### src/sv/assert_macros.svh
// Shared assertion macros. Every check runs on the rising edge of clock and
// is held off while reset is high.
`ifndef ASSERT_MACROS_SVH
`define ASSERT_MACROS_SVH

// The condition holds at every clock edge.
`define ASSERT_ALWAYS(lbl, cond) \
   lbl: assert property (@(posedge clock) disable iff (reset) (cond)) \
      else $error("assertion failed");

// When the trigger holds, the condition holds at the next clock edge.
`define ASSERT_NEXT(lbl, trig, cond) \
   lbl: assert property (@(posedge clock) disable iff (reset) (trig) |=> (cond)) \
      else $error("assertion failed");

`endif

### src/sv/mgs_pkg.sv
package mgs_pkg;

   // Command codes carried by one input item.
   typedef enum logic [2:0] {
      OP_TICK   = 3'd0,
      OP_OPEN   = 3'd1,
      OP_CLOSE  = 3'd2,
      OP_START  = 3'd3,
      OP_CANCEL = 3'd4
   } op_type;

   // Move status codes.
   typedef enum logic [2:0] {
      ST_IDLE    = 3'd0,
      ST_MOVING  = 3'd1,
      ST_REACHED = 3'd2,
      ST_NOMOVE  = 3'd3,
      ST_HALF    = 3'd4
   } status_type;

   // Self-test phases, one-hot.
   typedef enum logic [2:0] {
      PH_START = 3'b001,
      PH_OPEN  = 3'b010,
      PH_CLOSE = 3'b100
   } phase_type;

   localparam logic [1:0] FAULT_OPEN  = 2'b01;
   localparam logic [1:0] FAULT_CLOSE = 2'b10;
   localparam logic       DIR_OPEN    = 1'b0;
   localparam logic       DIR_CLOSE   = 1'b1;
   localparam logic [7:0] COUNT_MAX   = 8'hFF;
   localparam logic [3:0] RETRY_RESET = 4'd2;

   // Register address decode: one 32-bit register at byte address 0.
   localparam int unsigned ADDR_W  = 3;
   localparam logic        REG_LIM = 1'b0;

   // Sequencer state carried from one item to the next.
   typedef struct packed {
      logic       test_enable;
      phase_type  test_phase;
      logic       move_phase;
      logic [1:0] fault_flags;
      logic [7:0] open_failures;
      logic [7:0] close_failures;
   } state_type;

   // One input item.
   typedef struct packed {
      logic [2:0] operation;
      logic       limit_open;
      logic       limit_closed;
      logic       motor_running;
   } item_type;

   // One result item.
   typedef struct packed {
      logic       drive_start;
      logic       drive_direction;
      logic       drive_stop;
      logic [2:0] move_status;
      logic [1:0] fault_bits;
      logic       test_active;
      logic [7:0] open_fail_count;
      logic [7:0] close_fail_count;
   } result_type;

   localparam state_type STATE_RESET = '{
      test_enable:    1'b1,
      test_phase:     PH_START,
      move_phase:     1'b0,
      fault_flags:    2'b00,
      open_failures:  8'd0,
      close_failures: 8'd0
   };

   // Counter increment that stops at the top value.
   function automatic logic [7:0] sat_inc(input logic [7:0] v);
      return (v == COUNT_MAX) ? COUNT_MAX : v + 8'd1;
   endfunction

endpackage

### src/sv/mgs_csr.sv
module mgs_csr (
   input  logic                         clock,
   input  logic                         reset,
   input  logic                         csr_psel,
   input  logic                         csr_penable,
   input  logic                         csr_pwrite,
   input  logic [mgs_pkg::ADDR_W-1:0]   csr_paddr,
   input  logic [31:0]                  csr_pwdata,
   output logic [31:0]                  csr_prdata,
   output logic                         csr_pready,
   output logic [3:0]                   retry_limit
);
   import mgs_pkg::*;

   logic [3:0] retry_limit_ff;
   logic [3:0] retry_limit_in;
   logic       wr_hit;

   assign csr_pready = 1'b1;

   // A write transfer completes in the access cycle.
   assign wr_hit = csr_psel && csr_penable && csr_pwrite && csr_pready
                   && (csr_paddr[ADDR_W-1] == REG_LIM);

   assign retry_limit_in = wr_hit ? csr_pwdata[3:0] : retry_limit_ff;

   always_ff @(posedge clock) begin
      if (reset) begin
         retry_limit_ff <= RETRY_RESET;
      end else begin
         retry_limit_ff <= retry_limit_in;
      end
   end

   // Reads return the limit at its address and zero elsewhere.
   assign csr_prdata = (csr_paddr[ADDR_W-1] == REG_LIM) ? {28'd0, retry_limit_ff} : 32'd0;
   assign retry_limit = retry_limit_ff;

endmodule

### src/sv/mgs_step.sv
module mgs_step (
   input  mgs_pkg::state_type  cur,
   input  mgs_pkg::item_type   item,
   input  logic [3:0]          retry_limit,
   output mgs_pkg::state_type  nxt,
   output mgs_pkg::result_type res
);
   import mgs_pkg::*;

   logic       start;
   logic       dir;
   logic       stop;
   status_type status;
   logic       is_close;
   logic       at_target;
   logic       at_other;
   logic [1:0] move_mask;
   logic [7:0] close_inc;
   logic [7:0] limit_ext;

   assign limit_ext = {4'd0, retry_limit};
   assign close_inc = sat_inc(cur.close_failures);

   // The single move compares against the switch of its own target.
   assign is_close  = (item.operation == OP_CLOSE);
   assign at_target = is_close ? item.limit_closed : item.limit_open;
   assign at_other  = is_close ? item.limit_open : item.limit_closed;
   assign move_mask = is_close ? FAULT_CLOSE : FAULT_OPEN;

   always_comb begin
      nxt    = cur;
      start  = 1'b0;
      dir    = DIR_OPEN;
      stop   = 1'b0;
      status = ST_IDLE;
      case (item.operation)
         OP_TICK: begin
            if (!cur.test_enable) begin
               // A cancelled test stops the motor once, on the next tick.
               if (cur.test_phase != PH_START) begin
                  stop           = 1'b1;
                  nxt.test_phase = PH_START;
               end
            end else begin
               case (cur.test_phase)
                  PH_OPEN: begin
                     if (!item.motor_running) begin
                        if (item.limit_open) begin
                           nxt.fault_flags = cur.fault_flags & ~FAULT_OPEN;
                        end else begin
                           nxt.fault_flags   = cur.fault_flags | FAULT_OPEN;
                           nxt.open_failures = sat_inc(cur.open_failures);
                        end
                        nxt.test_phase = PH_CLOSE;
                        start          = 1'b1;
                        dir            = DIR_CLOSE;
                     end
                  end
                  PH_CLOSE: begin
                     if (!item.motor_running) begin
                        if (item.limit_closed) begin
                           // Closed: the test ends unless an open fault still
                           // has retries left.
                           nxt.test_phase = PH_START;
                           if (!((cur.fault_flags & FAULT_OPEN) != 2'b00
                                 && cur.open_failures < limit_ext)) begin
                              nxt.test_enable = 1'b0;
                           end
                           nxt.fault_flags = cur.fault_flags & ~FAULT_CLOSE;
                        end else begin
                           nxt.test_phase     = PH_OPEN;
                           nxt.fault_flags    = cur.fault_flags | FAULT_CLOSE;
                           nxt.close_failures = close_inc;
                           if (close_inc < limit_ext) begin
                              start = 1'b1;
                              dir   = DIR_OPEN;
                           end else begin
                              nxt.test_enable = 1'b0;
                              nxt.test_phase  = PH_START;
                           end
                        end
                     end
                  end
                  default: begin
                     // Start of a test round: move away from the current end.
                     start = 1'b1;
                     if (item.limit_open) begin
                        dir            = DIR_CLOSE;
                        nxt.test_phase = PH_CLOSE;
                     end else begin
                        dir            = DIR_OPEN;
                        nxt.test_phase = PH_OPEN;
                     end
                  end
               endcase
            end
         end
         OP_OPEN, OP_CLOSE: begin
            dir = is_close ? DIR_CLOSE : DIR_OPEN;
            if (!cur.move_phase) begin
               if (at_target) begin
                  status = ST_REACHED;
               end else begin
                  nxt.move_phase = 1'b1;
                  start          = 1'b1;
                  status         = ST_MOVING;
               end
            end else if (item.motor_running) begin
               status = ST_MOVING;
            end else begin
               nxt.move_phase = 1'b0;
               if (at_target) begin
                  nxt.fault_flags = cur.fault_flags & ~move_mask;
                  status          = ST_REACHED;
               end else begin
                  nxt.fault_flags = cur.fault_flags | move_mask;
                  status          = at_other ? ST_NOMOVE : ST_HALF;
               end
            end
         end
         OP_START: begin
            nxt.test_enable = 1'b1;
         end
         OP_CANCEL: begin
            nxt.test_enable = 1'b0;
         end
         default: begin
            nxt = cur;
         end
      endcase
   end

   // Result fields show the state after the step.
   always_comb begin
      res.drive_start      = start;
      res.drive_direction  = start ? dir : DIR_OPEN;
      res.drive_stop       = stop;
      res.move_status      = status;
      res.fault_bits       = nxt.fault_flags;
      res.test_active      = nxt.test_enable;
      res.open_fail_count  = nxt.open_failures;
      res.close_fail_count = nxt.close_failures;
   end

endmodule

### src/sv/motorized_gate_sequencer_top.sv
// Channel   Handshake            Payload
// req       req_valid/req_ready  operation, limit_open, limit_closed, motor_running
// rsp       rsp_valid/rsp_ready  drive and status fields, fault bits, fail counts
// csr       psel/penable/pwrite  retry_limit at byte address 0 (pready always high)
//
// An item waits in the input register; the step logic then updates the
// sequencer state and loads the result register at the same edge. Throughput
// is one item per cycle, set by the single state register update, while the
// result register is not stalled.
// Reset is synchronous and active high; it clears the state and both stages.
// A stalled result holds the input stage; new requests are taken while the
// input register is empty or moving on.
module motorized_gate_sequencer_top (
   input  logic                        clock,
   input  logic                        reset,
   input  logic                        req_valid,
   output logic                        req_ready,
   input  logic [2:0]                  req_operation,
   input  logic                        req_limit_open,
   input  logic                        req_limit_closed,
   input  logic                        req_motor_running,
   output logic                        rsp_valid,
   input  logic                        rsp_ready,
   output logic                        rsp_drive_start,
   output logic                        rsp_drive_direction,
   output logic                        rsp_drive_stop,
   output logic [2:0]                  rsp_move_status,
   output logic [1:0]                  rsp_fault_bits,
   output logic                        rsp_test_active,
   output logic [7:0]                  rsp_open_fail_count,
   output logic [7:0]                  rsp_close_fail_count,
   input  logic                        csr_psel,
   input  logic                        csr_penable,
   input  logic                        csr_pwrite,
   input  logic [mgs_pkg::ADDR_W-1:0]  csr_paddr,
   input  logic [31:0]                 csr_pwdata,
   output logic [31:0]                 csr_prdata,
   output logic                        csr_pready
);
   import mgs_pkg::*;

`include "assert_macros.svh"

   logic [3:0] limit_val;

   logic       req_valid_ff;
   logic       req_valid_in;
   item_type   req_item_ff;
   item_type   req_item_in;
   logic       rsp_valid_ff;
   logic       rsp_valid_in;
   result_type rsp_ff;
   result_type rsp_in;
   state_type  state_ff;
   state_type  state_in;
   state_type  state_nxt;
   result_type step_res;
   logic       advance;

   mgs_csr u_csr (
      .clock       (clock),
      .reset       (reset),
      .csr_psel    (csr_psel),
      .csr_penable (csr_penable),
      .csr_pwrite  (csr_pwrite),
      .csr_paddr   (csr_paddr),
      .csr_pwdata  (csr_pwdata),
      .csr_prdata  (csr_prdata),
      .csr_pready  (csr_pready),
      .retry_limit (limit_val)
   );

   mgs_step u_step (
      .cur         (state_ff),
      .item        (req_item_ff),
      .retry_limit (limit_val),
      .nxt         (state_nxt),
      .res         (step_res)
   );

   // The input stage moves on when the result register is free or draining.
   assign advance   = req_valid_ff && (!rsp_valid_ff || rsp_ready);
   assign req_ready = !req_valid_ff || advance;

   always_comb begin
      req_valid_in = req_valid_ff;
      req_item_in  = req_item_ff;
      if (req_valid && req_ready) begin
         req_valid_in = 1'b1;
         req_item_in  = '{
            operation:     req_operation,
            limit_open:    req_limit_open,
            limit_closed:  req_limit_closed,
            motor_running: req_motor_running
         };
      end else if (advance) begin
         req_valid_in = 1'b0;
      end
   end

   // State and result load together when an item leaves the input stage.
   always_comb begin
      state_in     = advance ? state_nxt : state_ff;
      rsp_in       = advance ? step_res : rsp_ff;
      rsp_valid_in = advance || (rsp_valid_ff && !rsp_ready);
   end

   always_ff @(posedge clock) begin
      if (reset) begin
         req_valid_ff <= 1'b0;
         rsp_valid_ff <= 1'b0;
         state_ff     <= STATE_RESET;
      end else begin
         req_valid_ff <= req_valid_in;
         rsp_valid_ff <= rsp_valid_in;
         state_ff     <= state_in;
      end
   end

   always_ff @(posedge clock) begin
      req_item_ff <= req_item_in;
      rsp_ff      <= rsp_in;
   end

   assign rsp_valid            = rsp_valid_ff;
   assign rsp_drive_start      = rsp_ff.drive_start;
   assign rsp_drive_direction  = rsp_ff.drive_direction;
   assign rsp_drive_stop       = rsp_ff.drive_stop;
   assign rsp_move_status      = rsp_ff.move_status;
   assign rsp_fault_bits       = rsp_ff.fault_bits;
   assign rsp_test_active      = rsp_ff.test_active;
   assign rsp_open_fail_count  = rsp_ff.open_fail_count;
   assign rsp_close_fail_count = rsp_ff.close_fail_count;

   // The test phase register always holds exactly one phase.
   `ASSERT_ALWAYS(a_phase_onehot, $onehot(state_ff.test_phase))
   // A motor stop is only issued for a test that is no longer enabled.
   `ASSERT_ALWAYS(a_stop_disabled, !(rsp_valid_ff && rsp_ff.drive_stop) || !rsp_ff.test_active)
   // The failure counters never go down.
   `ASSERT_NEXT(a_open_mono, 1'b1, state_ff.open_failures >= $past(state_ff.open_failures))
   `ASSERT_NEXT(a_close_mono, 1'b1, state_ff.close_failures >= $past(state_ff.close_failures))
   // State only changes when an item is processed.
   `ASSERT_NEXT(a_state_hold, !advance, state_ff == $past(state_ff))

endmodule

### config.mk
export PLATFORM = sky130hd
export DESIGN_NAME = motorized_gate_sequencer_top
export DESIGN_NICKNAME = d
export VERILOG_FILES = /design/src/sv/mgs_pkg.sv /design/src/sv/mgs_csr.sv /design/src/sv/mgs_step.sv /design/src/sv/motorized_gate_sequencer_top.sv
export VERILOG_INCLUDE_DIRS = /design/src /design/src/sv
export SDC_FILE = /design/constraint.sdc
export NUM_CORES = 1
export LEC_CHECK = 0
export BUFFER_PORTS_ARGS = -buffer_cell sky130_fd_sc_hd__clkbuf_2
export CAP_MARGIN = 20
export CORE_AREA = 2 2 91 93
export CTS_BUF_LIST = sky130_fd_sc_hd__clkbuf_4 sky130_fd_sc_hd__clkbuf_8
export CTS_CLUSTER_DIAMETER = 50
export CTS_CLUSTER_SIZE = 10
export DETAILED_ROUTE_END_ITERATION = 10
export DIE_AREA = 0 0 93 95
export PLACE_DENSITY = 0.83
export SYNTH_ARGS = -nofsm -noshare
export SYNTH_HDL_FRONTEND = slang
export SYNTH_HIERARCHICAL = 1
export SYNTH_SLANG_ARGS = --single-unit
### constraint.sdc
create_clock -name clock -period 2.3 [get_ports clock]
set_input_delay 0.46 -clock clock [delete_from_list [all_inputs] [get_ports clock]]
set_output_delay 0.46 -clock clock [all_outputs]
set_load 0.005 [all_outputs]
==> impl_metrics.toml <==
[sta]
min_period_over_period_pct = 105
clock_skew_ns = 0.00539
finalCriticalPeriod_ns = 2.42
slew_viol_final = 0
fmax_mhz = 413
worst_slew_margin_relative_to_its_limit_pct = 46.9
final_setup_violation_count = 3
rsz_0062_raised_after_global_routing = "yes"
timing.final.hold_violations = 0
transition_time_of_the_tightest_slew_check_pin_ns = 0.797
postLayoutSetupSlackWorst_ns = -0.123

[floorplanning]
height_of_the_die_um = 95
design.portCount = 108
fp-row-count = 33
die_w_um = 93
initial_core_util_pct = 47.9
die-area_mm2 = 0.00884
fp.coreArea_mm2 = 0.00793

[clocking]
cts_htree_levels = 3
cts_root_buf = "sky130_fd_sc_hd__clkbuf_8"
tritoncts_clock_tree = "yes"
buffer_levels_on_the_longest_clock_path = 2
cts_hold_repair.buffers = 0
clk_transition_reported_paths_ns = 0.07
insertion_delay_to_the_later_sink_of_the_worst_skew_pair_ns = 0.35
cts_inserted_buffers = 9
cts_num_sinks = 60

[hold_path]
hold_class = "input port to register"

[drt]
detail-route-antenna-nets = 0
drt_first_pass_iters = 5
routedWlPerCell_um = 14.0
num_vias = 2893
detail_route.vias_per_cell = 5.15
drt-total-wl_um = 7840
drcViolationCount = 0
drtIter0Drc = 169

[cells_and_area]
post-route-cell-area_mm2 = 0.00452
final_layout_size_suffix_gt1_share_pct = 35.0
antenna-diode-count = 0
num-fill-cells = 653
syn_to_final_growth_pct = 19.1
nets = 508

[setup_path]
worst-endpoint-arrival_ns = 2.64
crit_fanout = 3
worstSetupEndpointType = "register"
timing.critical_path.from_type = "register"
critPathRequiredTime_ns = 2.52
criticalPathCategory = "register to register"

[grt]
grt_util_met2_pct = 32.3
pin_count_of_the_biggest_net_entering_global_routing = 57
overflow = 0
grt_util_met1_pct = 19.6
grt_pass1_wl_um = 12400
track_usage_pct = 17.8
grt_busiest_layer = "met2"
antenna_violations_before_repair = 0
grt.met3_usage_pct = 4.55
grt_pass1_vias = 2711

[pwr]
power_per_cell_area_mw_per_mm2 = 492
vdd_drop_max_v = 0.000236
power.leakage_uw = 0.00187

[outcome]
run_status = "finished with violations"
violations_in_the_final_reports = "setup timing"

[yosys]
synthesis.area_per_instance_um2 = 9.83
async_flop_share_pct = 0
netlist.area_leader.share_pct = 24.5
area_of_the_mapped_netlist_mm2 = 0.00379
synth_largest_area_cell = "sky130_fd_sc_hd__edfxtp_1"
synth_seq_cells = 60
ys_top_cells_by_area = "sky130_fd_sc_hd__edfxtp_1 (25%), sky130_fd_sc_hd__dfxtp_1 (15%), sky130_fd_sc_hd__buf_4 (9.9%), sky130_fd_sc_hd__nand2b_1 (8.9%), sky130_fd_sc_hd__mux2i_1 (7.7%)"
synth_enable_flop_cells = 31
netlist-cell-type-count = 58
synthCells = 386
synth_seq_area_share_pct = 39.8
synthesis.yosys.warnings = 6
dominantRegCellSynth = "sky130_fd_sc_hd__edfxtp_1"

[placement]
dpl_hpwl_um = 5220
placement.setup.worst_slack_ns = -0.222
place_congestion = 0.848
io_buffers = 48
postPlaceCellArea_mm2 = 0.00405

[run]
max_cap_viol_count = 0
[sequential cells by signal, indices dropped and copies added, names as in the netlist]
| signal | cells |
|---|---|
| state_ff | 23 |
| rsp_fault_bits | 2 |
| req_item_ff | 6 |
| rsp_close_fail_count | 8 |
| u_csr/retry_limit | 4 |
| rsp_drive_stop | 1 |
| rsp_drive_start | 1 |
| rsp_test_active | 1 |
| req_valid_ff | 1 |
| rsp_drive_direction | 1 |
| rsp_valid | 1 |
| rsp_open_fail_count | 8 |
| rsp_move_status | 3 |
[cell families (layout without fill, tap and decap cells)]
| kind of cell | count (synthesis) | after routing | synth area share, % |
|---|---|---|---|
| simple gates | 144 | 144 | 22.7 |
| compound gates | 51 | 51 | 9.04 |
| buf+inv | 79 | 123 | 14.5 |
| xor+xnor | 7 | 7 | 1.62 |
| mux | 35 | 35 | 9.43 |
| other cells | 2 | 29 | 0.198 |
| fa+ha+maj | 8 | 8 | 2.64 |
| flops | 60 | 60 | 39.8 |
[critical path, cell delays in order (launching register included)]
cell                       delay [ns]
sky130_fd_sc_hd__dfxtp_4         0.36
sky130_fd_sc_hd__ha_4            0.17
sky130_fd_sc_hd__and3_4          0.19
sky130_fd_sc_hd__nand2_4         0.08
sky130_fd_sc_hd__nand2b_4        0.07
sky130_fd_sc_hd__ha_4            0.16
sky130_fd_sc_hd__a211oi_1        0.27
sky130_fd_sc_hd__o22ai_2         0.14
sky130_fd_sc_hd__or4_4           0.46
sky130_fd_sc_hd__a21o_1          0.18
sky130_fd_sc_hd__nor2_1          0.11
sky130_fd_sc_hd__mux2i_1         0.10
[power breakdown]
part / switching (µW) / leakage, µW / internal, µW
Clock: 403 / 0.0000974 / 451
Combinational: 107 / 0.00125 / 89.8
Sequential: 18.9 / 0.000525 / 1150
Total: 529 / 0.00187 / 1690
[repair_timing]
item / 4_1_cts / 5_1_grt
pin swaps: 5 / 14
resized for setup: 14 / 25
setup endpoints to repair: 7 / 25
buffers inserted: 9 / 6
[Yosys cell counts (3+ instances only)]
| library cell | count |
|---|---|
| sky130_fd_sc_hd__nand2b_1 | 54 |
| sky130_fd_sc_hd__buf_4 | 50 |
| sky130_fd_sc_hd__edfxtp_1 | 31 |
| sky130_fd_sc_hd__dfxtp_1 | 29 |
| sky130_fd_sc_hd__mux2i_1 | 29 |
| sky130_fd_sc_hd__nor2_1 | 26 |
| sky130_fd_sc_hd__nand2_1 | 18 |
| sky130_fd_sc_hd__a21oi_1 | 13 |
| sky130_fd_sc_hd__clkbuf_1 | 11 |
| sky130_fd_sc_hd__ha_1 | 8 |
| sky130_fd_sc_hd__inv_1 | 8 |
| sky130_fd_sc_hd__a31oi_1 | 6 |
| sky130_fd_sc_hd__mux2_2 | 6 |
| sky130_fd_sc_hd__and3_1 | 5 |
| sky130_fd_sc_hd__nand4_1 | 5 |
| sky130_fd_sc_hd__a211oi_1 | 4 |
| sky130_fd_sc_hd__a21o_1 | 4 |
| sky130_fd_sc_hd__and2b_2 | 4 |
| sky130_fd_sc_hd__buf_2 | 4 |
| sky130_fd_sc_hd__buf_6 | 4 |
| sky130_fd_sc_hd__o21a_1 | 4 |
| sky130_fd_sc_hd__o22ai_1 | 4 |
| sky130_fd_sc_hd__xnor2_1 | 4 |
| sky130_fd_sc_hd__nand3_1 | 3 |
| sky130_fd_sc_hd__nor3_1 | 3 |
| sky130_fd_sc_hd__nor3b_1 | 3 |
| sky130_fd_sc_hd__o21ai_0 | 3 |
| sky130_fd_sc_hd__xor2_1 | 3 |
[placed cells by master, fill, tap and decap left out, types with 8 or more instances in the layout]
cell	instances
sky130_fd_sc_hd__nand2b_1	53
sky130_fd_sc_hd__clkbuf_2	48
sky130_fd_sc_hd__buf_4	46
sky130_fd_sc_hd__edfxtp_1	31
sky130_fd_sc_hd__mux2i_1	29
sky130_fd_sc_hd__conb_1	29
sky130_fd_sc_hd__dfxtp_1	27
sky130_fd_sc_hd__nor2_1	24
sky130_fd_sc_hd__nand2_1	15
sky130_fd_sc_hd__a21oi_1	12
sky130_fd_sc_hd__clkbuf_8	10
sky130_fd_sc_hd__inv_1	8
[worst paths after layout]
kind	start	end	slack, ns	cells past startpoint
max	state_ff[1]	state_ff[19]	-0.12	11
min	req_limit_open	req_item_ff[2]	0.28	1
max reg2reg	state_ff[1]	state_ff[19]	-0.12	11
min reg2reg	state_ff[17]	state_ff[17]	0.49	2
[routing by layer]
| layer | wire [µm] | vias up |
|---|---|---|
| li1 | - | 1406 |
| met1 | 3130 | 1358 |
| met2 | 4160 | 113 |
| met3 | 435 | 16 |
| met4 | 110 | 0 |
| met5 | 0 | - |
[per-stage QoR]
| step | util, % | TNS (ns) | hold slack, ns | instances | total power (µW) |
|---|---|---|---|---|---|
| 2_1_floorplan | - | -0.692 | 0.445 | 413 | 1370 |
| 3_3_place_gp | 51.1 | -0.223 | 0.459 | 533 | 1380 |
| 3_5_place_dp | 51.1 | -0.594 | 0.484 | 533 | 1390 |
| 4_1_cts | 54.9 | -0.192 | 0.270 | 558 | 2240 |
| 5_1_grt | 57.0 | -0.814 | 0.277 | 562 | 2310 |
| 6_report | 57.0 | -0.197 | 0.284 | 562 | 2220 |
[area by class of cell]
class | count | area [µm²] | share of cell area [%]
multi-input cells | 274 | 2020 | 44.7
well taps | 105 | 131 | 2.91
clock inverters | 3 | 15.0 | 0.332
repair buffers | 99 | 642 | 14.2
flip-flops and latches | 60 | 1520 | 33.6
inverters | 8 | 30.0 | 0.664
clock buffers | 13 | 160 | 3.54
Power figures use the tool's default switching activity.
